<file path="config.mk">
export PLATFORM = sky130hd
export DESIGN_NAME = etf_front
export DESIGN_NICKNAME = d
export VERILOG_FILES = /design/src/rtl/etf_pkg.sv /design/src/rtl/etf_front.sv
export SDC_FILE = /design/constraint.sdc
export NUM_CORES = 2
export LEC_CHECK = 0
export ABC_AREA = 1
export BUFFER_PORTS_ARGS = -buffer_cell sky130_fd_sc_hd__buf_2
export CELL_PAD_IN_SITES_DETAIL_PLACEMENT = 1
export CELL_PAD_IN_SITES_GLOBAL_PLACEMENT = 1
export CORE_MARGIN = 4
export CORE_UTILIZATION = 44
export DETAILED_ROUTE_END_ITERATION = 10
export MAX_ROUTING_LAYER = met4
export PLACE_DENSITY_LB_ADDON = 0.1
export SYNTH_ARGS = -nofsm -noshare
export SYNTH_HDL_FRONTEND = slang
export SYNTH_SLANG_ARGS = --single-unit
</file>
<file path="constraint.sdc">
create_clock -name clk_i -period 8.2 [get_ports clk_i]
set_input_delay 1.64 -clock clk_i [delete_from_list [all_inputs] [get_ports clk_i]]
set_output_delay 1.64 -clock clk_i [all_outputs]
set_load 0.01 [all_outputs]
</file>
<file path="src/rtl/etf_pkg.sv">
// shared constants, types and helpers of the escape time fractal pixel engine
// no dependencies
`timescale 1ns / 1ps

package etf_pkg;

  localparam int IMAGE_WIDTH   = 1024;
  localparam int IMAGE_HEIGHT  = 1024;
  localparam int FRACTION_BITS = 28;

  localparam int COORD_W   = 10;
  localparam int ITER_W    = 12;
  localparam int CFG_IDX_W = 4;
  localparam int CFG_DAT_W = 32;
  localparam int QUEUE_DEPTH = 2;

  typedef enum logic [CFG_IDX_W-1:0] {
    REG_ZOOM       = 4'd0,
    REG_SHIFT_RE   = 4'd1,
    REG_SHIFT_IM   = 4'd2,
    REG_MAX_ITER   = 4'd3,
    REG_THRESHOLD  = 4'd4,
    REG_JULIA_MODE = 4'd5,
    REG_JULIA_RE   = 4'd6,
    REG_JULIA_IM   = 4'd7
  } etf_reg_e;

  typedef enum logic [1:0] {
    CORE_IDLE,
    CORE_MUL,
    CORE_STEP,
    CORE_DONE
  } etf_core_e;

  typedef struct packed {
    logic [30:0]        zoom;
    logic signed [31:0] shift_re;
    logic signed [31:0] shift_im;
    logic [ITER_W-1:0]  max_iter;
    logic [30:0]        threshold;
    logic               julia_mode;
    logic signed [31:0] julia_re;
    logic signed [31:0] julia_im;
  } etf_cfg_t;

  typedef struct packed {
    logic [COORD_W-1:0] px;
    logic [COORD_W-1:0] py;
    logic signed [31:0] pr;
    logic signed [31:0] pi;
  } etf_pt_t;

  function automatic logic signed [31:0] sat32(input logic signed [63:0] v);
    logic signed [31:0] r;
    if (v > 64'sd2147483647) r = 32'sh7fffffff;
    else if (v < -64'sd2147483648) r = 32'sh80000000;
    else r = v[31:0];
    return r;
  endfunction

  function automatic logic fits32(input logic signed [63:0] v);
    return (v[63:31] == '0) || (v[63:31] == '1);
  endfunction

endpackage

</file>
<file path="src/rtl/etf_front.sv">
// front end: accepts pixel beats, maps them onto the complex plane, applies zoom and shift
// depends on etf_pkg
`timescale 1ns / 1ps

module etf_front import etf_pkg::*; (
  input  logic               clk_i,
  input  logic               rst_ni,
  input  logic               push,
  output logic               full,
  input  logic [COORD_W-1:0] pixel_x_i,
  input  logic [COORD_W-1:0] pixel_y_i,
  input  etf_cfg_t           cfg_i,
  input  logic               q_full_i,
  output logic               q_push_o,
  output etf_pt_t            q_data_o
);

  localparam logic signed [63:0] Span = 64'sd4 <<< FRACTION_BITS;
  localparam logic signed [63:0] Half = 64'sd2 <<< FRACTION_BITS;

  logic               s1_v_q, s2_v_q;
  logic [COORD_W-1:0] s1_x_q, s1_y_q, s2_x_q, s2_y_q;
  logic signed [63:0] prod_r_q, prod_i_q;
  logic signed [63:0] prod_r_d, prod_i_d;
  logic signed [31:0] map_r, map_i;
  logic               s2_move, s1_move;

  assign s2_move = s2_v_q && !q_full_i;
  assign s1_move = s1_v_q && (!s2_v_q || s2_move);
  assign full    = s1_v_q && !s1_move;

  always_comb begin
    map_r = sat32((signed'(64'(s1_x_q)) * Span) / IMAGE_WIDTH - Half);
    map_i = sat32((signed'(64'(s1_y_q)) * Span) / IMAGE_HEIGHT - Half);
    prod_r_d = map_r * signed'({1'b0, cfg_i.zoom});
    prod_i_d = map_i * signed'({1'b0, cfg_i.zoom});
  end

  always_ff @(posedge clk_i or negedge rst_ni) begin
    if (!rst_ni) begin
      s1_v_q <= 1'b0;
      s2_v_q <= 1'b0;
    end else begin
      if (push && !full) s1_v_q <= 1'b1;
      else if (s1_move) s1_v_q <= 1'b0;
      if (s1_move) s2_v_q <= 1'b1;
      else if (s2_move) s2_v_q <= 1'b0;
    end
  end

  always_ff @(posedge clk_i) begin
    if (push && !full) begin
      s1_x_q <= pixel_x_i;
      s1_y_q <= pixel_y_i;
    end
    if (s1_move) begin
      s2_x_q   <= s1_x_q;
      s2_y_q   <= s1_y_q;
      prod_r_q <= prod_r_d;
      prod_i_q <= prod_i_d;
    end
  end

  assign q_push_o    = s2_move;
  assign q_data_o.px = s2_x_q;
  assign q_data_o.py = s2_y_q;
  assign q_data_o.pr = sat32((prod_r_q >>> FRACTION_BITS) + 64'(cfg_i.shift_re));
  assign q_data_o.pi = sat32((prod_i_q >>> FRACTION_BITS) + 64'(cfg_i.shift_im));

endmodule

</file>
==> impl_metrics.env <==
export IMPL_status="finished, final reports clean"
export IMPL_final_nets=6884
export IMPL_grt_max_degree=54
export IMPL_synth_area_um2=40300
export IMPL_async_reset_ff_share_pct=1.75
export IMPL_pin_count=313
export IMPL_io_buffers=204
export IMPL_gr_total_overflow=0
export IMPL_rows=110
export IMPL_critPathBufInv=9
export IMPL_yosysSeqAreaShare_pct=8.48
export IMPL_crit_type="primary input to flop"
export IMPL_fin_area_um2=46500
export IMPL_cts_buffers=17
export IMPL_cp_end_kind="flop"
export IMPL_start_util_pct=44.5
export IMPL_hp_class="flop to flop"
export IMPL_hold_buffers=0
export IMPL_fin_crit_sh_pct=98.4
export IMPL_cp_required_ps=8460
export IMPL_clkTransAtPathRegs_ps=60
export IMPL_drt_pass1_iter_count=5
export IMPL_cap_violations=0
export IMPL_insertion_delay_ps=540
export IMPL_clock_fmax_mhz=124
export IMPL_clockRootBuffer="clkbuf_16"
export IMPL_routed_via_density=4.99
export IMPL_cpPeakStageDelay_ps=690
export IMPL_die_w_um=311
export IMPL_cp_num_cells=26
export IMPL_die_y_um=311
export IMPL_placed_cell_area_um2=45600
export IMPL_final_common_cell="nand2_1"
export IMPL_worst_pin_slew_ps=1230
export IMPL_clockBufferDepth=2
export IMPL_slowest_stage="fa_2"
export IMPL_track_usage_pct=26.8
export IMPL_synth_area_top_cells="fa_1 (39%), ha_1 (12%), nand2_1 (11%)"
export IMPL_synth_edf_count=112
export IMPL_drv_slew=0
export IMPL_crit_path_start_kind="primary input"
export IMPL_grt_pass1_vias=36600
export IMPL_final_antenna_net_count=0
export IMPL_ff2ff_setup_slack_ps=620
export IMPL_antenna_found_initial=0
export IMPL_coreArea_um2=90400
export IMPL_cp_top_family="adder cells"
export IMPL_drive_above_1_share_pct=14.7
export IMPL_synth_top_area_share_pct=39.2
export IMPL_finalSetupViolations=0
export IMPL_synthFlopType="edfxtp_1"
export IMPL_arrival_ps=8330
export IMPL_cts_sinks=114
export IMPL_skew_ps=36.1
export IMPL_synth_nets=6365
export IMPL_yosys_area_top_type="fa_1"
export IMPL_r2r_start="s1_y_q[9]"
export IMPL_drt_wirelength_per_cell_um=18.4
export IMPL_syn_area_per_cell_um2=8.12
export IMPL_drc_errors=0
export IMPL_cts_tree="done"
export IMPL_dp_hpwl_um=109000
export IMPL_vias=33200
export IMPL_mostFrequentLayoutCells="nand2_1 (1210), inv_1 (1192), fa_1 (779)"
export IMPL_drtIter0Drc=1716
export IMPL_gp_congestion=0.918
export IMPL_yosys_warnings=0
export IMPL_htree_levels=4
export IMPL_yosysUniqueCellTypes=53
export IMPL_hold_violations=0
export IMPL_drt_wl_total_um=123000
export IMPL_fin_crit_ps=8070
export IMPL_reg2reg_depth=25
export IMPL_critical_path_max_fanout=5
export IMPL_timing_rr_end="prod_i_q[62]"
export IMPL_cp_endpoint="prod_i_q[62]"
export IMPL_yosys_register_bits=114
export IMPL_setup_worst_path_start="cfg_i[175]"
export IMPL_area_delta_synth_final_pct=15.4
export IMPL_synth_cells=4958
export IMPL_grt_pass1_wl_um=199000
export IMPL_die_area_um2=96400
export IMPL_slew_headroom_pct=18.0
sequential cells by signal, summed over array words and instances, names as in the netlist:
| register | count |
|---|---|
| prod_i_q | 36 |
| prod_r_q | 36 |
| s1_v_q | 1 |
| s1_x_q | 10 |
| s1_y_q | 10 |
| s2_v_q | 1 |
| s2_x_q | 10 |
| s2_y_q | 10 |
area by class of cell:
cell class / count / area, um^2
antenna: 2 / 5.00
clock buffer: 17 / 425
clock inverter: 15 / 169
fill: 11100 / 43900
inverter: 1209 / 4550
multi-input combinational: 3487 / 32000
sequential: 114 / 3410
tap: 1176 / 1470
timing repair buffer: 648 / 4470
timing repair:
action | 4_1_cts | 5_1_grt
resized for setup | 0 | 61
setup endpoints to repair | 0 | 41
buffers inserted | 0 | 12
kinds of logic after synthesis:
| group | after synthesis | share of synthesized area, % |
|---|---|---|
| DFF | 114 | 8.48 |
| AOI/OAI and AO/OA | 429 | 6.12 |
| xor gates and xnor gates | 221 | 4.83 |
| buffers and inverters | 1357 | 12.9 |
| and+or+nand+nor | 1657 | 16.3 |
| adders and majority gates | 1180 | 51.4 |
Yosys cell counts (3+ instances only):
library cell     n
nand2_1       1211
inv_1         1200
fa_1           789
ha_1           391
nor2_1         268
a21oi_1        191
xor2_1         134
clkbuf_1       115
edfxtp_1       112
o21ai_0        110
xnor2_1         86
nand3_1         75
a21o_1          40
nand2_2         28
a31oi_1         24
o21bai_1        20
buf_1           19
nor3_1          18
nand4_1         15
nor4_1          11
and3_1           9
buf_6            9
o21a_1           9
a21boi_0         8
inv_2            7
nand3_2          5
o211ai_1         5
a31o_2           4
nor2_2           4
or2_2            4
a211oi_1         3
a221oi_1         3
how the worst min path moves through the flow:
| stage | start | to | slack (ps) | cells past startpoint |
|---|---|---|---|---|
| 6_report | s1_v_q | s2_v_q | 510 | 2 |
| 5_1_grt | s1_v_q | s2_v_q | 560 | 2 |
| 4_1_cts | s1_v_q | s2_v_q | 520 | 2 |
| 3_5_place_dp | s1_v_q | s2_v_q | 500 | 2 |
| 3_3_place_gp | s1_v_q | s2_v_q | 480 | 2 |
| 2_1_floorplan | s1_x_q[9] | s2_x_q[9] | 420 | 0 |
metal layers:
layer | vias up | global-route usage (%) | share of wire [%]
met3 | 78 | 3.31 | 4.3
li1 | 15800 | - | -
met4 | 0 | 4.68 | 1.5
met2 | 519 | 41.5 | 45
met5 | - | - | 0
met1 | 16900 | 38.6 | 49
stage by stage:
step	TNS (ps)	std cells	util, %	worst slack [ps]	hold WS (ps)
3_3_place_gp	-10950	6622	50.4	-494	484
2_1_floorplan	-23.7	4958	-	-23.7	424
4_1_cts	0	6654	51.0	14.2	521
3_5_place_dp	-15550	6622	50.4	-534	505
5_1_grt	-318	6666	51.4	-80.6	565
6_report	0	6668	51.4	133	510
worst min-delay path: stages (launching register included):
cell	delay, ps
dfrtp_1	320
inv_1	80
nand2_1	80
Power is not shown: default switching activity piles up to over one toggle a cycle in this logic, so the estimate is an artifact.
