<file path="src/rtl/etf_pkg.sv">
// shared constants, types and helpers of the escape time fractal pixel engine
// no dependencies
`timescale 1ns / 1ps

package etf_pkg;

  localparam int IMAGE_WIDTH   = 1024;
  localparam int IMAGE_HEIGHT  = 1024;
  localparam int FRACTION_BITS = 28;

  localparam int COORD_W   = 10;
  localparam int ITER_W    = 12;
  localparam int CFG_IDX_W = 4;
  localparam int CFG_DAT_W = 32;
  localparam int QUEUE_DEPTH = 2;

  typedef enum logic [CFG_IDX_W-1:0] {
    REG_ZOOM       = 4'd0,
    REG_SHIFT_RE   = 4'd1,
    REG_SHIFT_IM   = 4'd2,
    REG_MAX_ITER   = 4'd3,
    REG_THRESHOLD  = 4'd4,
    REG_JULIA_MODE = 4'd5,
    REG_JULIA_RE   = 4'd6,
    REG_JULIA_IM   = 4'd7
  } etf_reg_e;

  typedef enum logic [1:0] {
    CORE_IDLE,
    CORE_MUL,
    CORE_STEP,
    CORE_DONE
  } etf_core_e;

  typedef struct packed {
    logic [30:0]        zoom;
    logic signed [31:0] shift_re;
    logic signed [31:0] shift_im;
    logic [ITER_W-1:0]  max_iter;
    logic [30:0]        threshold;
    logic               julia_mode;
    logic signed [31:0] julia_re;
    logic signed [31:0] julia_im;
  } etf_cfg_t;

  typedef struct packed {
    logic [COORD_W-1:0] px;
    logic [COORD_W-1:0] py;
    logic signed [31:0] pr;
    logic signed [31:0] pi;
  } etf_pt_t;

  function automatic logic signed [31:0] sat32(input logic signed [63:0] v);
    logic signed [31:0] r;
    if (v > 64'sd2147483647) r = 32'sh7fffffff;
    else if (v < -64'sd2147483648) r = 32'sh80000000;
    else r = v[31:0];
    return r;
  endfunction

  function automatic logic fits32(input logic signed [63:0] v);
    return (v[63:31] == '0) || (v[63:31] == '1);
  endfunction

endpackage

</file>
<file path="src/rtl/etf_queue.sv">
// short queue of mapped points between front end and iteration core
// depends on etf_pkg
`timescale 1ns / 1ps

module etf_queue import etf_pkg::*; (
  input  logic    clk_i,
  input  logic    rst_ni,
  input  logic    wr_i,
  input  etf_pt_t wr_data_i,
  output logic    full_o,
  input  logic    rd_i,
  output logic    valid_o,
  output etf_pt_t rd_data_o
);

  localparam int PtrW = $clog2(QUEUE_DEPTH);

  etf_pt_t         mem_q [QUEUE_DEPTH];
  logic [PtrW-1:0] wr_ptr_q, rd_ptr_q;
  logic [PtrW:0]   cnt_q;
  logic            do_wr, do_rd;

  assign full_o    = cnt_q == (PtrW+1)'(QUEUE_DEPTH);
  assign valid_o   = cnt_q != '0;
  assign do_wr     = wr_i && !full_o;
  assign do_rd     = rd_i && valid_o;
  assign rd_data_o = mem_q[rd_ptr_q];

  always_ff @(posedge clk_i or negedge rst_ni) begin
    if (!rst_ni) begin
      wr_ptr_q <= '0;
      rd_ptr_q <= '0;
      cnt_q    <= '0;
    end else begin
      if (do_wr) wr_ptr_q <= (wr_ptr_q == PtrW'(QUEUE_DEPTH-1)) ? '0 : wr_ptr_q + 1'b1;
      if (do_rd) rd_ptr_q <= (rd_ptr_q == PtrW'(QUEUE_DEPTH-1)) ? '0 : rd_ptr_q + 1'b1;
      if (do_wr && !do_rd) cnt_q <= cnt_q + 1'b1;
      else if (do_rd && !do_wr) cnt_q <= cnt_q - 1'b1;
    end
  end

  always_ff @(posedge clk_i) begin
    if (do_wr) mem_q[wr_ptr_q] <= wr_data_i;
  end

endmodule

</file>
<file path="config.mk">
export PLATFORM = sky130hd
export DESIGN_NAME = etf_queue
export DESIGN_NICKNAME = d
export VERILOG_FILES = /design/src/rtl/etf_pkg.sv /design/src/rtl/etf_queue.sv
export SDC_FILE = /design/constraint.sdc
export NUM_CORES = 1
export LEC_CHECK = 0
export ABC_AREA = 1
export BUFFER_PORTS_ARGS = -buffer_cell sky130_fd_sc_hd__buf_4
export CAP_MARGIN = 10
export CORE_MARGIN = 8
export CORE_UTILIZATION = 52
export CTS_BUF_LIST = sky130_fd_sc_hd__clkbuf_4 sky130_fd_sc_hd__clkbuf_8 sky130_fd_sc_hd__clkbuf_16
export DETAILED_ROUTE_END_ITERATION = 8
export HOLD_SLACK_MARGIN = 0.06
export PLACE_DENSITY = 0.83
export SYNTH_ARGS = -nofsm -noshare
export SYNTH_HDL_FRONTEND = slang
export SYNTH_SLANG_ARGS = --single-unit
</file>
<file path="constraint.sdc">
create_clock -name clk_i -period 5.2 [get_ports clk_i]
set_input_delay 1.3 -clock clk_i [delete_from_list [all_inputs] [get_ports clk_i]]
set_output_delay 1.3 -clock clk_i [all_outputs]
set_load 0.01 [all_outputs]
</file>
==> results_dict.tcl, run 1 <==
set metrics [dict create \
    outcome "completed" \
    crit_path_end_kind "primary output" \
    drive_gt1_frac 0.319 \
    max-clock-path-buffers 2 \
    dieArea_sq_um 16000 \
    cts_made_buffers 17 \
    area_growth_pct 31.7 \
    cts_htree_levels 4 \
    stdcell_area_sq_um 8370 \
    die_w_um 127 \
    vdd_drop_max_mv 0.321 \
    clk_pin_slew_ps 60 \
    design.core.area_sq_um 12000 \
    reg2reg_to "mem_q[0][8]" \
    min_period_over_period 0.694 \
    cts-root-buf "clkbuf_16" \
    clk_latency_ps 420 \
    start_util 0.532 \
    dp_hpwl_um 9050 \
    cp.required_ps 3900 \
    drtIter0Drc 299 \
    routed-via-count 4008 \
    antenna_found_initial 0 \
    avgSynthCellArea_sq_um 13.5 \
    wl_per_cell_um 16.8 \
    internal-power_mw 3.36 \
    cts_resized 0 \
    dr.pass1.iters 7 \
    grt_start_max_net_pins 86 \
    hold_class "flip-flop to flip-flop" \
    io_pins 174 \
    r2r_cells 6 \
    crit_type "flip-flop to primary output" \
    dpl_cell_area_sq_um 7750 \
    power_density_nw_per_um2 586 \
    synth-seq-cells 172 \
    tightest_slew_ps 1120 \
    final_common_cell "nand2_1" \
    cts.sinks 172 \
    worst_hold_slack_ps 498 \
    utilization 0.700 \
    finalSetupViolCount 0 \
    p_seq_frac 0.402 \
    switching_share 0.316 \
    slew_violations 0 \
    skew_ps 5.52 \
    fin_cells 809 \
    holdPathEnd "cnt_q[1]" \
    setup_ws_ps 1590 \
    synth_cell_type_count 14 \
    drv_cap 0 \
    max_freq_ghz 0.277 \
    worstHoldStart "cnt_q[1]" \
    worstPathArrival_ps 2310 \
    place_inst 776 \
    io_buffers 173 \
    wirelength_um 13600 \
    cts_tree "done" \
    grt.overflow.total 0 \
    setup_tns_ps 0 \
    rsz0062_at_grt "no" \
    leakage_nw 3.59 \
    dp_slack_ps 1970 \
    min_period_ps 3610 \
    p_sw_mw 1.55 \
    worstSetupStartpointType "flip-flop" \
    syn_inst 471 \
    max-slew-margin-rel 0.253 \
    holdPathStages 2 \
    cp_max_fo 66 \
    cts_hold_buffers 0 \
    yosysWarnings 0 \
    rows 40 \
    syn-num-nets 560 \
    antenna_left 0 \
    nets 737 \
    die_height_um 127 \
    final_cell_mix "nand2_1 (263), buf_4 (176), edfxtp_1 (168)" \
    hold_viol 0 \
    finalPower_mw 4.91 \
    gp_congestion 0.797 \
    r2r-start "cnt_q[1]" \
    seq_area_frac_synth 0.809 \
    viasPerCell 4.95 \
    grt_pass1_vias 4177 \
    clockPowerShare 0.265 \
    cts_setup_buffers 0 \
    grt_pass1_wl_um 21100 \
    grt_usage 0.171 \
    reg2reg_slack_ps 2910 \
    remaining_drc_errors 0 \
    synth_area_sq_um 6360 \
    combPwrFrac 0.333 \
]
-- routing by layer --
layer / global-route usage / routed length, um / share of wire / vias up
met5: 0 / 0 / 0 / -
met4: 0.0665 / 162 / 0.012 / 0
met3: 0.0633 / 1130 / 0.083 / 14
met2: 0.295 / 7090 / 0.52 / 171
met1: 0.188 / 5200 / 0.38 / 1887
li1: - / - / - / 1936
-- logic make-up after synthesis --
kind of cell,count (synthesis),share of synthesized area
simple gates,269,0.160
compound gates,1,0.000786
flops,172,0.809
buf+inv,27,0.0273
fa+ha+maj,1,0.00197
xor+xnor,1,0.00138
-- power groups by stage --
stage / Combinational (mW) / Sequential [mW] / Clock (mW)
after floorplan: 0.892 / 1.99 / 0
after global placement: 1.62 / 1.98 / 0
after detailed placement: 1.66 / 2.00 / 0
after CTS: 1.67 / 1.97 / 1.32
after global routing: 1.80 / 1.99 / 1.37
final: 1.64 / 1.97 / 1.30
-- cells in the mapped netlist (all sizes together) --
cell type	number	area (sq um)
dfrtp	4	100
nand3	2	10.0
nand4	1	6.26
nor2	3	11.3
xnor2	1	8.76
nand2	263	987
edfxtp	168	5040
ha	1	12.5
inv	8	30.0
o21ai	1	5.00
buf	19	144
-- critical path, stage by stage, from the launching register on --
cell and delay (ps):
dfrtp_2 410, inv_2 770, buf_4 380, nand2_1 90, nand2_1 90, buf_4 130
-- worst max-delay path by stage --
stage,depth (start not counted),slack [ps],start,to
2_1_floorplan,2,1170,wr_i,mem_q[1][0]
3_3_place_gp,4,2040,wr_i,mem_q[1][76]
3_5_place_dp,5,1970,rd_ptr_q,rd_data_o[7]
4_1_cts,5,1500,rd_ptr_q,rd_data_o[7]
5_1_grt,5,1420,rd_ptr_q,rd_data_o[7]
6_report,5,1590,rd_ptr_q,rd_data_o[7]
-- layout make-up --
| cell class | count | area [sq um] |
|---|---|---|
| Inverter | 8 | 31.3 |
| Clock inverter | 12 | 171 |
| Antenna cell | 1 | 2.50 |
| Clock buffer | 20 | 448 |
| Tap cell | 147 | 184 |
| Timing Repair Buffer | 177 | 1340 |
| Sequential cell | 172 | 5150 |
| Multi-Input combinational cell | 272 | 1050 |
| Fill cell | 780 | 3590 |
-- sequential cells by signal, summed over array words and instances, names as in the netlist --
signal    count
cnt_q         2
wr_ptr_q      1
mem_q       168
rd_ptr_q      1
Power figures use the tool's default switching activity.
==> run 2: changes to the inputs <==
--- a/config.mk
+++ b/config.mk
@@ -9,11 +9,11 @@
 export BUFFER_PORTS_ARGS = -buffer_cell sky130_fd_sc_hd__buf_4
 export CAP_MARGIN = 10
 export CORE_MARGIN = 8
-export CORE_UTILIZATION = 52
+export CORE_UTILIZATION = 47
 export CTS_BUF_LIST = sky130_fd_sc_hd__clkbuf_4 sky130_fd_sc_hd__clkbuf_8 sky130_fd_sc_hd__clkbuf_16
 export DETAILED_ROUTE_END_ITERATION = 8
 export HOLD_SLACK_MARGIN = 0.06
-export PLACE_DENSITY = 0.83
+export PLACE_DENSITY = 0.8
 export SYNTH_ARGS = -nofsm -noshare
 export SYNTH_HDL_FRONTEND = slang
 export SYNTH_SLANG_ARGS = --single-unit
==> constraint.sdc (replaced) <==
create_clock -name clk_i -period 3.2 [get_ports clk_i]
set_input_delay 0.8 -clock clk_i [delete_from_list [all_inputs] [get_ports clk_i]]
set_output_delay 0.8 -clock clk_i [all_outputs]
set_load 0.01 [all_outputs]
==> results_dict.tcl, run 2 (synthesis results as in run 1) <==
set metrics [dict create \
    start_util 0.480 \
    rsz0062_at_grt "no" \
    io_pins 174 \
    grt_usage 0.158 \
    tightest_slew_ps 871 \
    area_growth_pct 32.3 \
    drv_cap 0 \
    internal-power_mw 5.31 \
    leakage_nw 3.59 \
    place_inst 809 \
    p_seq_frac 0.406 \
    power_density_nw_per_um2 935 \
    grt_start_max_net_pins 86 \
    cts_resized 0 \
    cts_hold_buffers 0 \
    die_w_um 132 \
    finalSetupViolCount 0 \
    dp_slack_ps 919 \
    hold_viol 0 \
    remaining_drc_errors 0 \
    crit_type "flip-flop to primary output" \
    cts_setup_buffers 0 \
    drtIter0Drc 237 \
    stdcell_area_sq_um 8410 \
    outcome "completed" \
    vdd_drop_max_mv 0.550 \
    gp_congestion 0.711 \
    rows 42 \
    dpl_cell_area_sq_um 7830 \
    clockPowerShare 0.252 \
    min_period_over_period 0.844 \
    cts_tree "done" \
    io_buffers 173 \
    cts_made_buffers 17 \
    drive_gt1_frac 0.323 \
    antenna_found_initial 0 \
    cp.required_ps 2400 \
    setup_ws_ps 500 \
    crit_path_end_kind "primary output" \
    dp_hpwl_um 9220 \
    dieArea_sq_um 17500 \
    r2r_cells 6 \
    p_sw_mw 2.55 \
    cts_htree_levels 4 \
    largest_register_ffs 168 \
    max-clock-path-buffers 2 \
    antenna_left 0 \
    combPwrFrac 0.342 \
    wirelength_um 13600 \
    final_common_cell "nand2_1" \
    top_register "mem_q" \
    fin_cells 841 \
    viasPerCell 4.77 \
    nets 741 \
    finalPower_mw 7.87 \
    grt_pass1_vias 4330 \
    design.core.area_sq_um 13200 \
    max-slew-margin-rel 0.420 \
    clk_latency_ps 420 \
    top_regs "mem_q: 168 flops, cnt_q: 2 flops" \
    die_height_um 132 \
    max_freq_ghz 0.370 \
    clk_pin_slew_ps 60 \
    cts.sinks 172 \
    grt_pass1_wl_um 21600 \
    cts-root-buf "clkbuf_16" \
    final_cell_mix "nand2_1 (263), buf_4 (179), edfxtp_1 (168)" \
    min_period_ps 2700 \
    setup_tns_ps 0 \
    worstPathArrival_ps 1900 \
    skew_ps 4.40 \
    cp_max_fo 85 \
    worstSetupStartpointType "flip-flop" \
    num_antenna_cells 0 \
    grt.overflow.total 0 \
    dr.pass1.iters 4 \
    switching_share 0.325 \
    slew_violations 0 \
    routed-via-count 4013 \
    hold_class "input port to async pin" \
    wl_per_cell_um 16.2 \
]
## run 2: worst max-delay path, cell delays in order (launching register included)
cell and delay, ps:
dfrtp_2 360, buf_4 670, nand2_1 150, nand2_1 140, buf_4 130
## run 2: power by group through the flow
stage | clock [mW] | combinational [mW] | sequential (mW)
floorplan | 0 | 1.46 | 3.23
global placement | 0 | 2.69 | 3.22
detailed placement | 0 | 2.74 | 3.25
CTS | 2.02 | 2.75 | 3.20
global route | 2.11 | 2.98 | 3.24
finish | 1.98 | 2.69 | 3.19
## run 2: path summary, 6_finish.rpt
path / from / endpoint / slack [ps]
worst max-delay path: rd_ptr_q / rd_data_o[9] / 500
worst min-delay path: rst_ni / rd_ptr_q / 160
worst max register to register: cnt_q[1] / mem_q[0][32] / 1330
worst min register to register: wr_ptr_q / wr_ptr_q / 500
max in group asynchronous: rst_ni / rd_ptr_q / 2920
min in group clk_i: wr_ptr_q / wr_ptr_q / 500
## run 2: area by class of cell
class / count / area, sq um
Inverter: 8 / 31.3
Sequential cell: 172 / 5150
Multi-Input combinational cell: 272 / 1050
Fill cell: 989 / 4830
Timing Repair Buffer: 181 / 1380
Tap cell: 176 / 220
Clock inverter: 14 / 149
Clock buffer: 18 / 433
## run 2: per-stage QoR
stage	hold slack, ps	util
6_report	164	0.635
5_1_grt	141	0.635
4_1_cts	142	0.635
3_5_place_dp	483	0.591
3_3_place_gp	455	0.591
2_1_floorplan	442	-
## run 2: per-layer routing
layer,global-route usage,share of wire,vias up
met4,0.0675,0.019,0
met1,0.171,0.40,1908
li1,-,-,1944
met3,0.0595,0.070,23
met2,0.274,0.51,138
met5,0,0,-
